$ cat src/hw/rtl/rrhr_pkg.sv
// ----------------------------------------------------------------------------
// rrhr_pkg: shared types and constants of the RRIP reuse replacement engine
// Holds the request and result item layouts, the per-block state layout and
// the operation codes of the shared way unit.
// ----------------------------------------------------------------------------
package rrhr_pkg;

  localparam int IN_SET_W  = 11;
  localparam int IN_WAY_W  = 4;
  localparam int MASK_WAYS = 16;

  localparam logic [1:0]  RRPV_MAX         = 2'd3;
  localparam logic [1:0]  CTR_MAX          = 2'd3;
  localparam logic [1:0]  CTR_FILL         = 2'd1;
  localparam logic [1:0]  DEPTH_DEFAULT    = 2'd2;
  localparam logic [15:0] DECAY_PERIOD_RST = 16'd2048;

  typedef enum logic {
    REQ_VICTIM = 1'b0,
    REQ_UPDATE = 1'b1
  } req_kind_e;

  typedef enum logic [1:0] {
    OP_MAX  = 2'd0,
    OP_AGE  = 2'd1,
    OP_HIT  = 2'd2,
    OP_FILL = 2'd3
  } way_op_e;

  typedef struct packed {
    logic                req_type;
    logic [IN_SET_W-1:0] set_index;
    logic [IN_WAY_W-1:0] way_index;
    logic                hit;
    logic [15:0]         valid_mask;
  } req_t;

  typedef struct packed {
    logic [3:0] victim_way;
    logic [1:0] written_depth;
  } rsp_t;

  typedef struct packed {
    logic [1:0] rrpv;
    logic [1:0] reuse;
    logic [1:0] dead;
  } blk_t;

  localparam blk_t BLK_RST = '{rrpv: 2'd3, reuse: 2'd1, dead: 2'd1};

  function automatic logic [1:0] sat_dec(input logic [1:0] v);
    return (v == 2'd0) ? 2'd0 : v - 2'd1;
  endfunction

endpackage

$ cat src/hw/rtl/rrhr_way_unit.sv
// ----------------------------------------------------------------------------
// rrhr_way_unit: per-way arithmetic unit
// Works on the state of one way per cycle: running maximum of the
// re-reference values, aging, hit promotion and miss fill insertion.
// ----------------------------------------------------------------------------
module rrhr_way_unit
  import rrhr_pkg::*;
(
  input  way_op_e    op_i,
  input  blk_t       blk_i,
  input  logic [1:0] top_i,
  input  logic [1:0] add_i,
  output blk_t       blk_o,
  output logic [1:0] top_o,
  output logic [1:0] depth_o
);

  always_comb begin
    blk_o   = blk_i;
    top_o   = top_i;
    depth_o = 2'd0;
    unique case (op_i)
      OP_MAX: begin
        top_o = (blk_i.rrpv > top_i) ? blk_i.rrpv : top_i;
      end
      OP_AGE: begin
        // The addend never pushes a value past the set maximum of three.
        blk_o.rrpv = blk_i.rrpv + add_i;
      end
      OP_HIT: begin
        blk_o.rrpv  = 2'd0;
        blk_o.reuse = (blk_i.reuse == CTR_MAX) ? CTR_MAX : blk_i.reuse + 2'd1;
        blk_o.dead  = (blk_i.dead == CTR_MAX) ? CTR_MAX : blk_i.dead + 2'd1;
      end
      OP_FILL: begin
        if (blk_i.reuse[1] || blk_i.dead[1]) begin
          depth_o = 2'd0;
        end else if (blk_i.reuse == 2'd0 && blk_i.dead == 2'd0) begin
          depth_o = RRPV_MAX;
        end else begin
          depth_o = DEPTH_DEFAULT;
        end
        blk_o.rrpv  = depth_o;
        blk_o.reuse = CTR_FILL;
        blk_o.dead  = CTR_FILL;
      end
      default: begin
        blk_o = blk_i;
      end
    endcase
  end

endmodule
$ cat config.mk
export PLATFORM = sky130hd
export DESIGN_NAME = rrhr_way_unit
export DESIGN_NICKNAME = d
export VERILOG_FILES = /design/src/hw/rtl/rrhr_pkg.sv /design/src/hw/rtl/rrhr_way_unit.sv
export SDC_FILE = /design/constraint.sdc
export NUM_CORES = 1
export LEC_CHECK = 0
export BUFFER_PORTS_ARGS = -buffer_cell sky130_fd_sc_hd__clkbuf_2
export CAP_MARGIN = 20
export CORE_AREA = 4 4 41 43
export DETAILED_ROUTE_END_ITERATION = 10
export DIE_AREA = 0 0 45 47
export PLACE_DENSITY = 0.5
export REMOVE_ABC_BUFFERS = 1
export SETUP_SLACK_MARGIN = 0.4
export SLEW_MARGIN = 20
export SYNTH_ARGS = -nofsm -noshare
export SYNTH_HDL_FRONTEND = slang
export SYNTH_SLANG_ARGS = --single-unit
$ cat constraint.sdc
create_clock -name vclk -period 1.9
set_clock_uncertainty 0.2 [all_clocks]
set_input_delay 0.285 -clock vclk [all_inputs]
set_output_delay 0.285 -clock vclk [all_outputs]
set_load 0.01 [all_outputs]
# Word level (Yosys, flattened, before mapping)
# Cells that the tools add are included.
op_classes:
  n_reduce_logical: 5
  add_sub_neg: 3
  n_eq_ne: 5
  mux: 9
  order_cmp: 1
op_table:
  columns: ["cell", "count"]
  rows:
  - ["2-bit two-way mux", 6]
  - ["2-bit equality test (second input constant)", 4]
  - ["4-bit one-hot mux with 2 select lines", 1]
  - ["2-bit logical NOT", 3]
  - ["2-bit one-hot mux with 3 select lines", 1]
  - ["2-bit by 1-bit adder with 2-bit output (second input constant)", 2]
  - ["2-bit adder", 1]
  - ["2-bit by 1-bit equality test with 1-bit output (second input constant)", 1]
  - ["2-bit > comparator", 1]
  - ["1-bit logical AND", 1]
  - ["1-bit logical OR", 1]
  - ["1-bit two-way mux", 1]
totals:
  out_inout_bits: 10
  inputBits: 12
  ff_bits: 0

# Longest topological paths before layout
# Gate-level depths: netlist of the first run.
logic_depth:
  depth_word: 5
  ltp_mapped: 5
  depth_no_buf: 5

# Least setup slack after synthesis of the first run
# Ideal clock, no wire load.
synth_timing:
  path_type: "input-to-output"
  start: "input blk_i[5] (netlist name)"
  end: "output top_o[0]"
  arrival_time_ns: 1.173
  cell_stages: 5
  path_buffers: 0
  slack_ns: 0.242
  cell_sequence: "inv_1 > ha_1 > nor2_1 > o221ai_2 > mux2_4"
synth_between:
  elab_chain_cells: 3
synth_rtl:
  columns: ["item", "line", "source"]
  rows:
  - ["from (decl)", "rrhr_way_unit.sv:10", "input blk_t blk_i,"]
  - ["2-bit > comparator", "rrhr_way_unit.sv:24", "top_o = (blk_i.rrpv > top_i) ? blk_i.rrpv : top_i;"]
  - ["2-bit two-way mux", "rrhr_way_unit.sv:24", null]
  - ["2-bit two-way mux", "rrhr_way_unit.sv:22", "unique case (op_i)"]
  - ["to (decl)", "rrhr_way_unit.sv:14", "output logic [1:0] top_o,"]
# Every way passes these cells.

# Worst setup path in the final report of the first run
layout_timing:
  start: "input blk_i[4] (netlist name)"
  end: "output top_o[0]"
layout_between:
  elab_chain_cells: 3
layout_rtl:
  columns: ["item", "line"]
  rows:
  - ["2-bit > comparator", "rrhr_way_unit.sv:24"]
  - ["2-bit two-way mux *", "rrhr_way_unit.sv:24"]
  - ["2-bit two-way mux *", "rrhr_way_unit.sv:22"]
# Mark *: on every way between the ends. The rest lies on a longest branch, timed or not.

==> reports/qor.json, run 1 <==
{
  "status": {
    "run_status": "finished, final reports clean"
  },
  "synth": {
    "combinational_family_with_the_most_area_after_synthesis": "compound AO/OA/AOI/OAI gates",
    "synth.yosys.seq_area_share_pct": 0,
    "post_synth_mux_area_share_pct": 12.67,
    "post_synth_xor_area_fraction_pct": 3.167,
    "synth.lib_cells_used.distinct": 17,
    "synthesized_netlist_cell_count": 37,
    "yosys.area_share.simple_pct": 21.27,
    "postSynthAreaPerCell_um2": 7.473,
    "yosys_warnings": 0,
    "synth-adder-area-share_pct": 18.10,
    "netlist_area_um2": 276.5,
    "synth-compound-area-share_pct": 25.79
  },
  "grt": {
    "grt_total_ovfl": 0,
    "first_global_vias": 290,
    "grt_antenna_before_repair": 0,
    "grt_pass1_wl_um": 1242,
    "grt.total_usage_pct": 7.474,
    "grt_start_max_net_pins": 12
  },
  "power": {
    "power.leakage_nw": 0.2657,
    "finalPower_mw": 0.1256,
    "power_density_nw_per_um2": 232.8,
    "worst_ir_drop_vdd_mv": 0.09056
  },
  "worst_setup_path": {
    "critPathLaunchType": "input port",
    "cp.arrival_ns": 1.31,
    "timing.critical_path.cells": "clkbuf_16, inv_6, ha_4, inv_2, o221ai_2, mux2_4, buf_6",
    "setup.worst_path.class": "in2out",
    "cpMaxStageDelayCell": "mux2_4",
    "critical_path_peak_fanout": 2,
    "timing.critical_path.max_delay_family": "multiplexers",
    "end_kind": "output port",
    "timing.critical_path.slowest_cell_delay_ns": 0.32,
    "worst-endpoint-required_ns": 1.41,
    "critPathBufInv": 4
  },
  "final_layout": {
    "layout.cells.most_common_list": "14 x clkbuf_2, 6 x buf_4, 5 x inv_1",
    "register_area_um2": 0,
    "n_sequential_cell": 0,
    "layout.clock_buffers": 0,
    "area.growth.synth_to_final_pct": 95.02,
    "antenna-diode-count": 0,
    "final_common_cell": "clkbuf_2",
    "finish.instance_area_um2": 539.3,
    "fin_nets": 80,
    "drive_above_1_share_pct": 69.35,
    "fillCellCount": 141,
    "layout.cells.non_filler": 77
  },
  "floorplan": {
    "dieArea_um2": 2115,
    "std_cell_rows": 13,
    "core_region_area_um2": 1301,
    "die_w_um": 45,
    "initial_core_utilization_pct": 21.25,
    "io_pins": 22,
    "floorplan.die.height_um": 47
  },
  "route": {
    "num_vias": 355,
    "drt_pass1_iterations": 4,
    "wirelength_per_cell_um": 9.675,
    "drt_drc_violations_left": 0,
    "ant_nets": 0,
    "drtIter0Drc": 4,
    "vias_per_cell": 4.610,
    "route.final.wire_length_um": 745
  },
  "place": {
    "dpl_cell_area_um2": 401.6,
    "gp_congestion": 0.6910,
    "place_ws_ns": -0.01412,
    "dp.cells": 74,
    "port-buffer-count": 22,
    "dp.final_hpwl_um": 615.4
  },
  "sta": {
    "timing.final.crit_share_pct": 94.62,
    "setup_slack_ns": 0.1023,
    "total_count_of_hold_check_failures_in_the_final_report": 0,
    "timing.final.crit_period_ns": 1.798,
    "worst_pin_slew_ns": 0.2281,
    "final_max_slew_viols": 0,
    "unrepaired_setup_endpoints_after_global_routing": "true",
    "achievable-frequency_mhz": 556.3,
    "setup_viol": 0,
    "max-slew-margin-rel_pct": 84.56,
    "fin_worst_hold_slack_ns": 0.6792
  },
  "hold_path": {
    "holdCritStartpoint": "blk_i[0]",
    "timing.hold.worst.class": "in2out",
    "min_to": "depth_o[0]",
    "hold_path_depth": 3
  },
  "run": {
    "timing.max_cap.violations": 0
  }
}
==> power by group <==
part           internal [mW]  leakage (nW)  switching (mW)
sequential                 0             0               0
combinational         0.0657         0.266          0.0598
clock                      0             0               0
total                 0.0657         0.266          0.0598
==> logic make-up (layout without fill, tap and decap cells) <==
group	Yosys count	in the layout
adders and majority gates	4	4
muxes	3	3
xor gates and xnor gates	1	1
buffers and inverters	11	36
AOI/OAI and AO/OA	10	10
and+or+nand+nor	8	8
==> how the worst max path moves through the flow <==
stage	startpoint	to	depth (start not counted)
final	blk_i[4]	top_o[0]	7
after global routing	top_i[0]	top_o[0]	6
after CTS	blk_i[4]	top_o[0]	7
after detailed placement	blk_i[5]	top_o[0]	7
after global placement	blk_i[5]	top_o[0]	7
after floorplan	blk_i[5]	top_o[0]	5
==> stage by stage <==
stage / setup TNS, ns / utilization (%)
finish: 0 / 41.44
floorplan: 0 / -
global route: 0 / 41.44
detailed placement: -0.01412 / 30.87
CTS: 0 / 35.67
global placement: 0 / 30.87
==> per-layer routing <==
metal | wire length (um) | GRT usage [%]
met1 | 298 | 10.11
met2 | 348 | 13.28
met3 | 98 | 1.149
met4 | 0 | 0
met5 | 0 | 0
==> final cells by class <==
cell class | count | area, um2 | area share [%]
multi-input cells | 26 | 290.3 | 53.83
repair buffers | 27 | 191.4 | 35.50
inverters | 9 | 38.79 | 7.193
well taps | 15 | 18.77 | 3.480
==> repair_timing <==
| action | 4_1_cts | 5_1_grt |
|---|---|---|
| hold buffers | 0 | 0 |
| gates cloned | 0 | 0 |
| pin swaps | 3 | 5 |
| buffers inserted | 1 | 2 |
| endpoints found under the setup margin | 5 | 7 |
| resized for setup | 11 | 18 |
==> cells in the mapped netlist <==
library cell	number	area, um2
o311ai_0	1	8.760
o32ai_1	1	8.760
nor2_4	1	11.26
nand4_1	1	6.260
ha_1	4	50.05
nand4_4	1	21.27
nor2_1	4	15.01
o221ai_2	1	15.01
buf_4	1	7.510
nor3_1	1	5.000
a31oi_1	3	18.77
mux2_4	1	15.01
inv_1	9	33.78
a21oi_1	4	20.02
mux2i_1	2	20.02
buf_6	1	11.26
xor2_1	1	8.760
Note: power is estimated with default switching activity, not from simulation.
==> run 2, diff against run 1 <==
--- a/config.mk
+++ b/config.mk
@@ -10,7 +10,7 @@
 export CORE_AREA = 4 4 41 43
 export DETAILED_ROUTE_END_ITERATION = 10
 export DIE_AREA = 0 0 45 47
-export PLACE_DENSITY = 0.5
+export PLACE_DENSITY = 0.52
 export REMOVE_ABC_BUFFERS = 1
 export SETUP_SLACK_MARGIN = 0.4
 export SLEW_MARGIN = 20
==> constraint.sdc (replaced) <==
create_clock -name vclk -period 1.63
set_clock_uncertainty 0.2 [all_clocks]
set_input_delay 0.0815 -clock vclk [all_inputs]
set_output_delay 0.0815 -clock vclk [all_outputs]
set_load 0.01 [all_outputs]
==> run 2 against run 1 <==
Effect of this change:
- flip-flop and latch count unchanged
- power increased by 6.1%
- critical path depth did not move
- first-iteration DRC count rose by 25%
- global-route usage is 0.47 points lower
- hold slack got worse by 0.42 ns
- via count down 2.8%
- non-clock buffer count down 2
- core utilization decreased by 2.7 points
- critical endpoint unchanged
- largest cell class unchanged
- largest power group unchanged
- highest routed layer unchanged
==> reports/qor.json, run 2 (synthesis gave the netlist of run 1 again) <==
{
  "route": {
    "num_vias": {"value": 345, "change": "-2.8%"},
    "drt_drc_violations_left": {"value": 0, "change": "unchanged"},
    "vias_per_cell": {"value": 4.600, "change": "-0.23%"},
    "drt_pass1_iterations": {"value": 4, "change": "unchanged"},
    "wirelength_per_cell": {"value": 10.27, "unit": "um", "change": "+6.1%"},
    "drtIter0Drc": {"value": 5, "change": "+1"},
    "route.final.wire_length": {"value": 770, "unit": "um", "change": "+3.4%"},
    "ant_nets": {"value": 0, "change": "unchanged"}
  },
  "worst_setup_path": {
    "timing.critical_path.slowest_cell_delay": {"value": 0.32, "unit": "ns", "change": "about the same"},
    "cp.arrival": {"value": 1.11, "unit": "ns", "change": "-0.20 ns"},
    "end_kind": "output port",
    "timing.critical_path.cells": "clkbuf_16, inv_4, ha_4, inv_2, o221ai_2, mux2_4, buf_6",
    "critical_path_peak_fanout": {"value": 3, "change": "+1"},
    "cpMaxStageDelayCell": "mux2_4",
    "worst-endpoint-required": {"value": 1.35, "unit": "ns", "change": "-0.06 ns"},
    "setup.worst_path.class": "in2out",
    "critPathLaunchType": "input port"
  },
  "sta": {
    "timing.final.crit_period_ns": 1.387,
    "unrepaired_setup_endpoints_after_global_routing": "true",
    "max-slew-margin-rel": {"value": 84.87, "unit": "%", "change": "+0.31 points"},
    "total_count_of_hold_check_failures_in_the_final_report": {"value": 0, "change": "unchanged"},
    "worst_pin_slew": {"value": 0.2235, "unit": "ns", "change": "-0.004574 ns"},
    "setup_viol": {"value": 0, "change": "unchanged"},
    "achievable-frequency_mhz": 721.0,
    "setup_slack": {"value": 0.2430, "unit": "ns", "change": "+0.1407 ns"},
    "timing.final.crit_share_pct": 85.09,
    "final_max_slew_viols": {"value": 0, "change": "unchanged"},
    "setup-tns-final": {"value": 0, "unit": "ns", "change": "unchanged"}
  },
  "grt": {
    "first_global_vias": {"value": 284, "change": "-2.1%"},
    "grt_start_max_net_pins": {"value": 12, "change": "unchanged"},
    "grt_pass1_wl": {"value": 1173, "unit": "um", "change": "-5.6%"},
    "grt_antenna_before_repair": {"value": 0, "change": "unchanged"},
    "grt_total_ovfl": {"value": 0, "change": "unchanged"},
    "grt.total_usage": {"value": 7.002, "unit": "%", "change": "-0.47 points"}
  },
  "final_layout": {
    "register_area": {"value": 0, "unit": "um2", "change": "unchanged"},
    "layout.cells.non_filler": {"value": 75, "change": "-2.6%"},
    "layout.clock_buffers": {"value": 0, "change": "unchanged"},
    "fin_nets": {"value": 78, "change": "-2.5%"},
    "n_sequential_cell": {"value": 0, "change": "unchanged"},
    "antenna-diode-count": {"value": 0, "change": "unchanged"},
    "layout.cells.most_common_list": "16 x clkbuf_2, 5 x inv_1, 4 x a21oi_1",
    "drive_above_1_share": {"value": 63.33, "unit": "%", "change": "-6.0 points"},
    "area.growth.synth_to_final_pct": 82.35,
    "final_common_cell": "clkbuf_2"
  },
  "power": {
    "worst_ir_drop_vdd": {"value": 0.09786, "unit": "mV", "change": "+8.1%"},
    "power.leakage": {"value": 0.2555, "unit": "nW", "change": "-3.8%"},
    "power_density": {"value": 264.3, "unit": "nW/um2", "change": "+14%"}
  },
  "place": {
    "dp.final_hpwl": {"value": 624.3, "unit": "um", "change": "+1.4%"},
    "place_ws": {"value": 0.08535, "unit": "ns", "change": "+0.09946 ns"},
    "port-buffer-count": {"value": 22, "change": "unchanged"},
    "gp_congestion": {"value": 0.6516, "change": "-5.7%"},
    "dp.cells": {"value": 72, "change": "-2.7%"}
  },
  "hold_path": {
    "min_to": "depth_o[0]",
    "hold_path_depth": {"value": 3, "change": "unchanged"},
    "holdCritStartpoint": "blk_i[0]",
    "timing.hold.worst.class": "in2out"
  },
  "floorplan": {
    "core_region_area": {"value": 1301, "unit": "um2", "change": "unchanged"},
    "initial_core_utilization": {"value": 21.25, "unit": "%", "change": "unchanged"},
    "die_w": {"value": 45, "unit": "um", "change": "unchanged"},
    "floorplan.die.height": {"value": 47, "unit": "um", "change": "unchanged"},
    "io_pins": {"value": 22, "change": "unchanged"},
    "std_cell_rows": {"value": 13, "change": "unchanged"},
    "dieArea": {"value": 2115, "unit": "um2", "change": "unchanged"}
  },
  "run": {
    "timing.max_cap.violations": {"value": 0, "change": "unchanged"}
  },
  "status": {
    "run_status": "finished, final reports clean"
  },
  "clocking": {
    "cts.hold.buffers_added": {"value": 0, "change": "unchanged"}
  }
}
==> run 2: cell count changes in the layout (fill, tap and decap cells not counted), sizes merged <==
cell,delta
clkbuf,+1
buf,-3
==> run 2: layout make-up <==
cell class         instances  area [um2]
fillers                  145       797.0
multi-input cells         26       271.5
repair buffers            25       175.2
inverters                  9       38.79
well taps                 15       18.77
==> run 2: repair_timing <==
item                                   CTS  global route
gates resized for setup                 13             9
pin swaps                                7             6
endpoints found under the hold margin    0             0
setup endpoints to repair                2             3
buffers inserted                         2             1
==> run 2: critical path: cells and delay by family <==
family,cells,cell delay [ns]
AOI/OAI and AO/OA,1,0.18
adders and majority gates,1,0.24
buffers and inverters,4,0.29
muxes,1,0.32
==> run 2: how the worst max path moves through the flow <==
stage | start | end | slack, ns
after floorplan | blk_i[5] | top_o[0] | 0.38
after global placement | blk_i[5] | top_o[0] | 0.11
after detailed placement | blk_i[5] | top_o[0] | 0.09
after CTS | blk_i[5] | top_o[0] | 0.22
after global routing | blk_i[4] | top_o[0] | 0.21
final | blk_i[4] | top_o[0] | 0.24
==> run 2: where the power goes <==
group / leakage, nW / switching, mW / internal (mW)
registers: 0 / 0 / 0
clock network: 0 / 0 / 0
logic: 0.256 / 0.0658 / 0.0675
total: 0.256 / 0.0658 / 0.0675
==> run 2: through the flow <==
| step | hold WS (ns) | utilization (%) | instance area [um2] | power [mW] |
|---|---|---|---|---|
| after detailed placement | 0.2581 | 29.71 | 386.6 | 0.1022 |
| after CTS | 0.2598 | 35.96 | 467.9 | 0.1247 |
| after floorplan | 0.01369 | - | 257.7 | 0.05257 |
| final | 0.2586 | 38.75 | 504.2 | 0.1333 |
| after global routing | 0.2753 | 38.75 | 504.2 | 0.1483 |
| after global placement | 0.2656 | 29.71 | 386.6 | 0.1008 |
==> run 2: metal layers <==
layer	up-vias	global-route usage (%)	wire length (um)
li1	180	-	-
met3	0	0.7663	86
met2	20	11.58	342
met4	0	0	0
met5	-	0	0
met1	145	10.34	341
==> run 3, diff against run 2 <==
==> constraint.sdc (replaced) <==
create_clock -name vclk -period 1.2
set_clock_uncertainty 0.2 [all_clocks]
set_input_delay 0.06 -clock vclk [all_inputs]
set_output_delay 0.06 -clock vclk [all_outputs]
set_load 0.01 [all_outputs]
==> run 3 against run 2 <==
Effect of this change:
- the flow now finishes with violations (negative setup slack)
- hold slack lost 0.036 ns
- first-iteration DRC count decreased by 20%
- die area did not move
- cell area grew 45%
- power rose by 97%
- critical path depth unchanged
- cell count grew 13%
- flip-flop and latch count did not move
- sequential share of layout area unchanged
- via count up 10%
- critical endpoint unchanged
- largest power group unchanged
==> reports/qor.json, run 3 (synthesis gave the netlist of run 1 again) <==
{
  "worst_setup_path": {
    "setup.worst_path.class": "in2out",
    "critical_path_peak_fanout": {"value": 2, "change": "-1"},
    "worst-endpoint-required": {"value": 0.94, "unit": "ns", "change": "-0.41 ns"},
    "cp.arrival": {"value": 1.08, "unit": "ns", "change": "-0.03 ns"},
    "end_kind": "output port",
    "critPathLaunchType": "input port"
  },
  "final_layout": {
    "fin_nets": {"value": 88, "change": "+13%"},
    "fillCellCount": {"value": 119, "change": "-18%"},
    "antenna-diode-count": {"value": 0, "change": "unchanged"},
    "multi_input_comb_area": {"value": 349.1, "unit": "um2", "change": "+29%"},
    "n_sequential_cell": {"value": 0, "change": "unchanged"},
    "area.growth.synth_to_final_pct": 163.8,
    "layout.cells.most_common_list": "8 x buf_6, 8 x buf_2, 8 x buf_4",
    "layout.clock_buffers": {"value": 0, "change": "unchanged"},
    "layout.cells.non_filler": {"value": 85, "change": "+13%"},
    "register_area": {"value": 0, "unit": "um2", "change": "unchanged"},
    "drive_above_1_share": {"value": 88.57, "unit": "%", "change": "+25 points"}
  },
  "clocking": {
    "cts.hold.buffers_added": {"value": 0, "change": "unchanged"}
  },
  "hold_path": {
    "timing.hold.worst.class": "in2out"
  },
  "sta": {
    "worst_pin_slew": {"value": 0.2141, "unit": "ns", "change": "-0.009397 ns"},
    "timing.final.crit_share_pct": 111.6,
    "timing.final.crit_period_ns": 1.339,
    "fin_worst_hold_slack": {"value": 0.2229, "unit": "ns", "change": "-0.03578 ns"},
    "final_max_slew_viols": {"value": 0, "change": "unchanged"},
    "total_count_of_hold_check_failures_in_the_final_report": {"value": 0, "change": "unchanged"},
    "setup_viol": {"value": 2, "change": "+2"},
    "setup_slack": {"value": -0.1394, "unit": "ns", "change": "-0.3824 ns"},
    "achievable-frequency_mhz": 746.6,
    "unrepaired_setup_endpoints_after_global_routing": "true",
    "max-slew-margin-rel": {"value": 85.70, "unit": "%", "change": "+0.84 points"}
  },
  "place": {
    "gp_congestion": {"value": 0.7223, "change": "+11%"},
    "port-buffer-count": {"value": 22, "change": "unchanged"},
    "dp.cells": {"value": 80, "change": "+11%"},
    "dp.final_hpwl": {"value": 669.8, "unit": "um", "change": "+7.3%"}
  },
  "power": {
    "power_density": {"value": 360.6, "unit": "nW/um2", "change": "+36%"},
    "power.leakage": {"value": 0.3311, "unit": "nW", "change": "+30%"},
    "finalPower": {"value": 0.2630, "unit": "mW", "change": "+97%"},
    "worst_ir_drop_vdd": {"value": 0.1592, "unit": "mV", "change": "+63%"}
  },
  "grt": {
    "grt.busiest_layer": "met2",
    "first_global_vias": {"value": 366, "change": "+29%"},
    "grt_antenna_before_repair": {"value": 0, "change": "unchanged"},
    "grt_total_ovfl": {"value": 0, "change": "unchanged"},
    "met1_use_gr": {"value": 8.989, "unit": "%", "change": "-1.3 points"},
    "grt_start_max_net_pins": {"value": 7, "change": "-5"},
    "grt.total_usage": {"value": 8.655, "unit": "%", "change": "+1.7 points"},
    "grt_pass1_wl": {"value": 1414, "unit": "um", "change": "+21%"},
    "met3_usage": {"value": 0, "unit": "%", "change": "-0.77 points"},
    "grt_util_met2": {"value": 19.77, "unit": "%", "change": "+8.2 points"}
  },
  "floorplan": {
    "initial_core_utilization": {"value": 21.25, "unit": "%", "change": "unchanged"},
    "dieArea": {"value": 2115, "unit": "um2", "change": "unchanged"},
    "io_pins": {"value": 22, "change": "unchanged"},
    "std_cell_rows": {"value": 13, "change": "unchanged"},
    "core_region_area": {"value": 1301, "unit": "um2", "change": "unchanged"},
    "die_w": {"value": 45, "unit": "um", "change": "unchanged"},
    "floorplan.die.height": {"value": 47, "unit": "um", "change": "unchanged"}
  },
  "status": {
    "failing_checks": "negative setup slack",
    "run_status": "finished with violations"
  },
  "route": {
    "route.final.wire_length": {"value": 984, "unit": "um", "change": "+28%"},
    "vias_per_cell": {"value": 4.471, "change": "-2.8%"},
    "drt_drc_violations_left": {"value": 0, "change": "unchanged"},
    "wirelength_per_cell": {"value": 11.58, "unit": "um", "change": "+13%"},
    "ant_nets": {"value": 0, "change": "unchanged"},
    "drtIter0Drc": {"value": 4, "change": "-1"},
    "drt_pass1_iterations": {"value": 3, "change": "-1"},
    "num_vias": {"value": 380, "change": "+10%"}
  },
  "run": {
    "timing.max_cap.violations": {"value": 0, "change": "unchanged"}
  }
}
## run 3: critical path, cell delays in order
cell	delay [ns]
clkbuf_2	0.08
inv_2	0.04
buf_4	0.14
ha_4	0.15
o221ai_2	0.17
mux2_4	0.32
buf_6	0.12
## run 3: final timing paths
path / startpoint / endpoint / slack [ns] / cells after the start
hold / removal: op_i[1] / blk_o[3] / 0.22 / 3
setup / recovery: top_i[1] / top_o[0] / -0.14 / 7
## run 3: area by class of cell
class	count	share of cell area, %
inverters	9	6.346
repair buffers	35	43.22
well taps	15	2.573
multi-input cells	26	47.86
## run 3: power breakdown
part | internal (mW) | switching (mW)
logic | 0.146 | 0.117
registers | 0 | 0
clock network | 0 | 0
total | 0.146 | 0.117
## run 3: metrics by stage
stage / TNS, ns / instance area, um2 / utilization, % / setup WS [ns]
4_1_cts: -0.2463 / 614.3 / 47.21 / -0.1644
2_1_floorplan: -0.008042 / 257.7 / - / -0.008042
5_1_grt: -0.2889 / 729.5 / 56.06 / -0.1619
3_5_place_dp: -0.3540 / 446.7 / 34.33 / -0.2398
6_report: -0.2191 / 729.5 / 56.06 / -0.1394
3_3_place_gp: -0.3160 / 446.7 / 34.33 / -0.2304
## run 3: routing by layer
metal | vias up | wire length, um
li1 | 197 | -
met1 | 167 | 363
met5 | - | 0
met4 | 0 | 0
met2 | 16 | 558
met3 | 0 | 61
## run 3: what timing repair did
item                       4_1_cts  5_1_grt
setup endpoints to repair       10       10
resized for setup               37       30
pin swaps                       12        8
setup buffers                    2        3
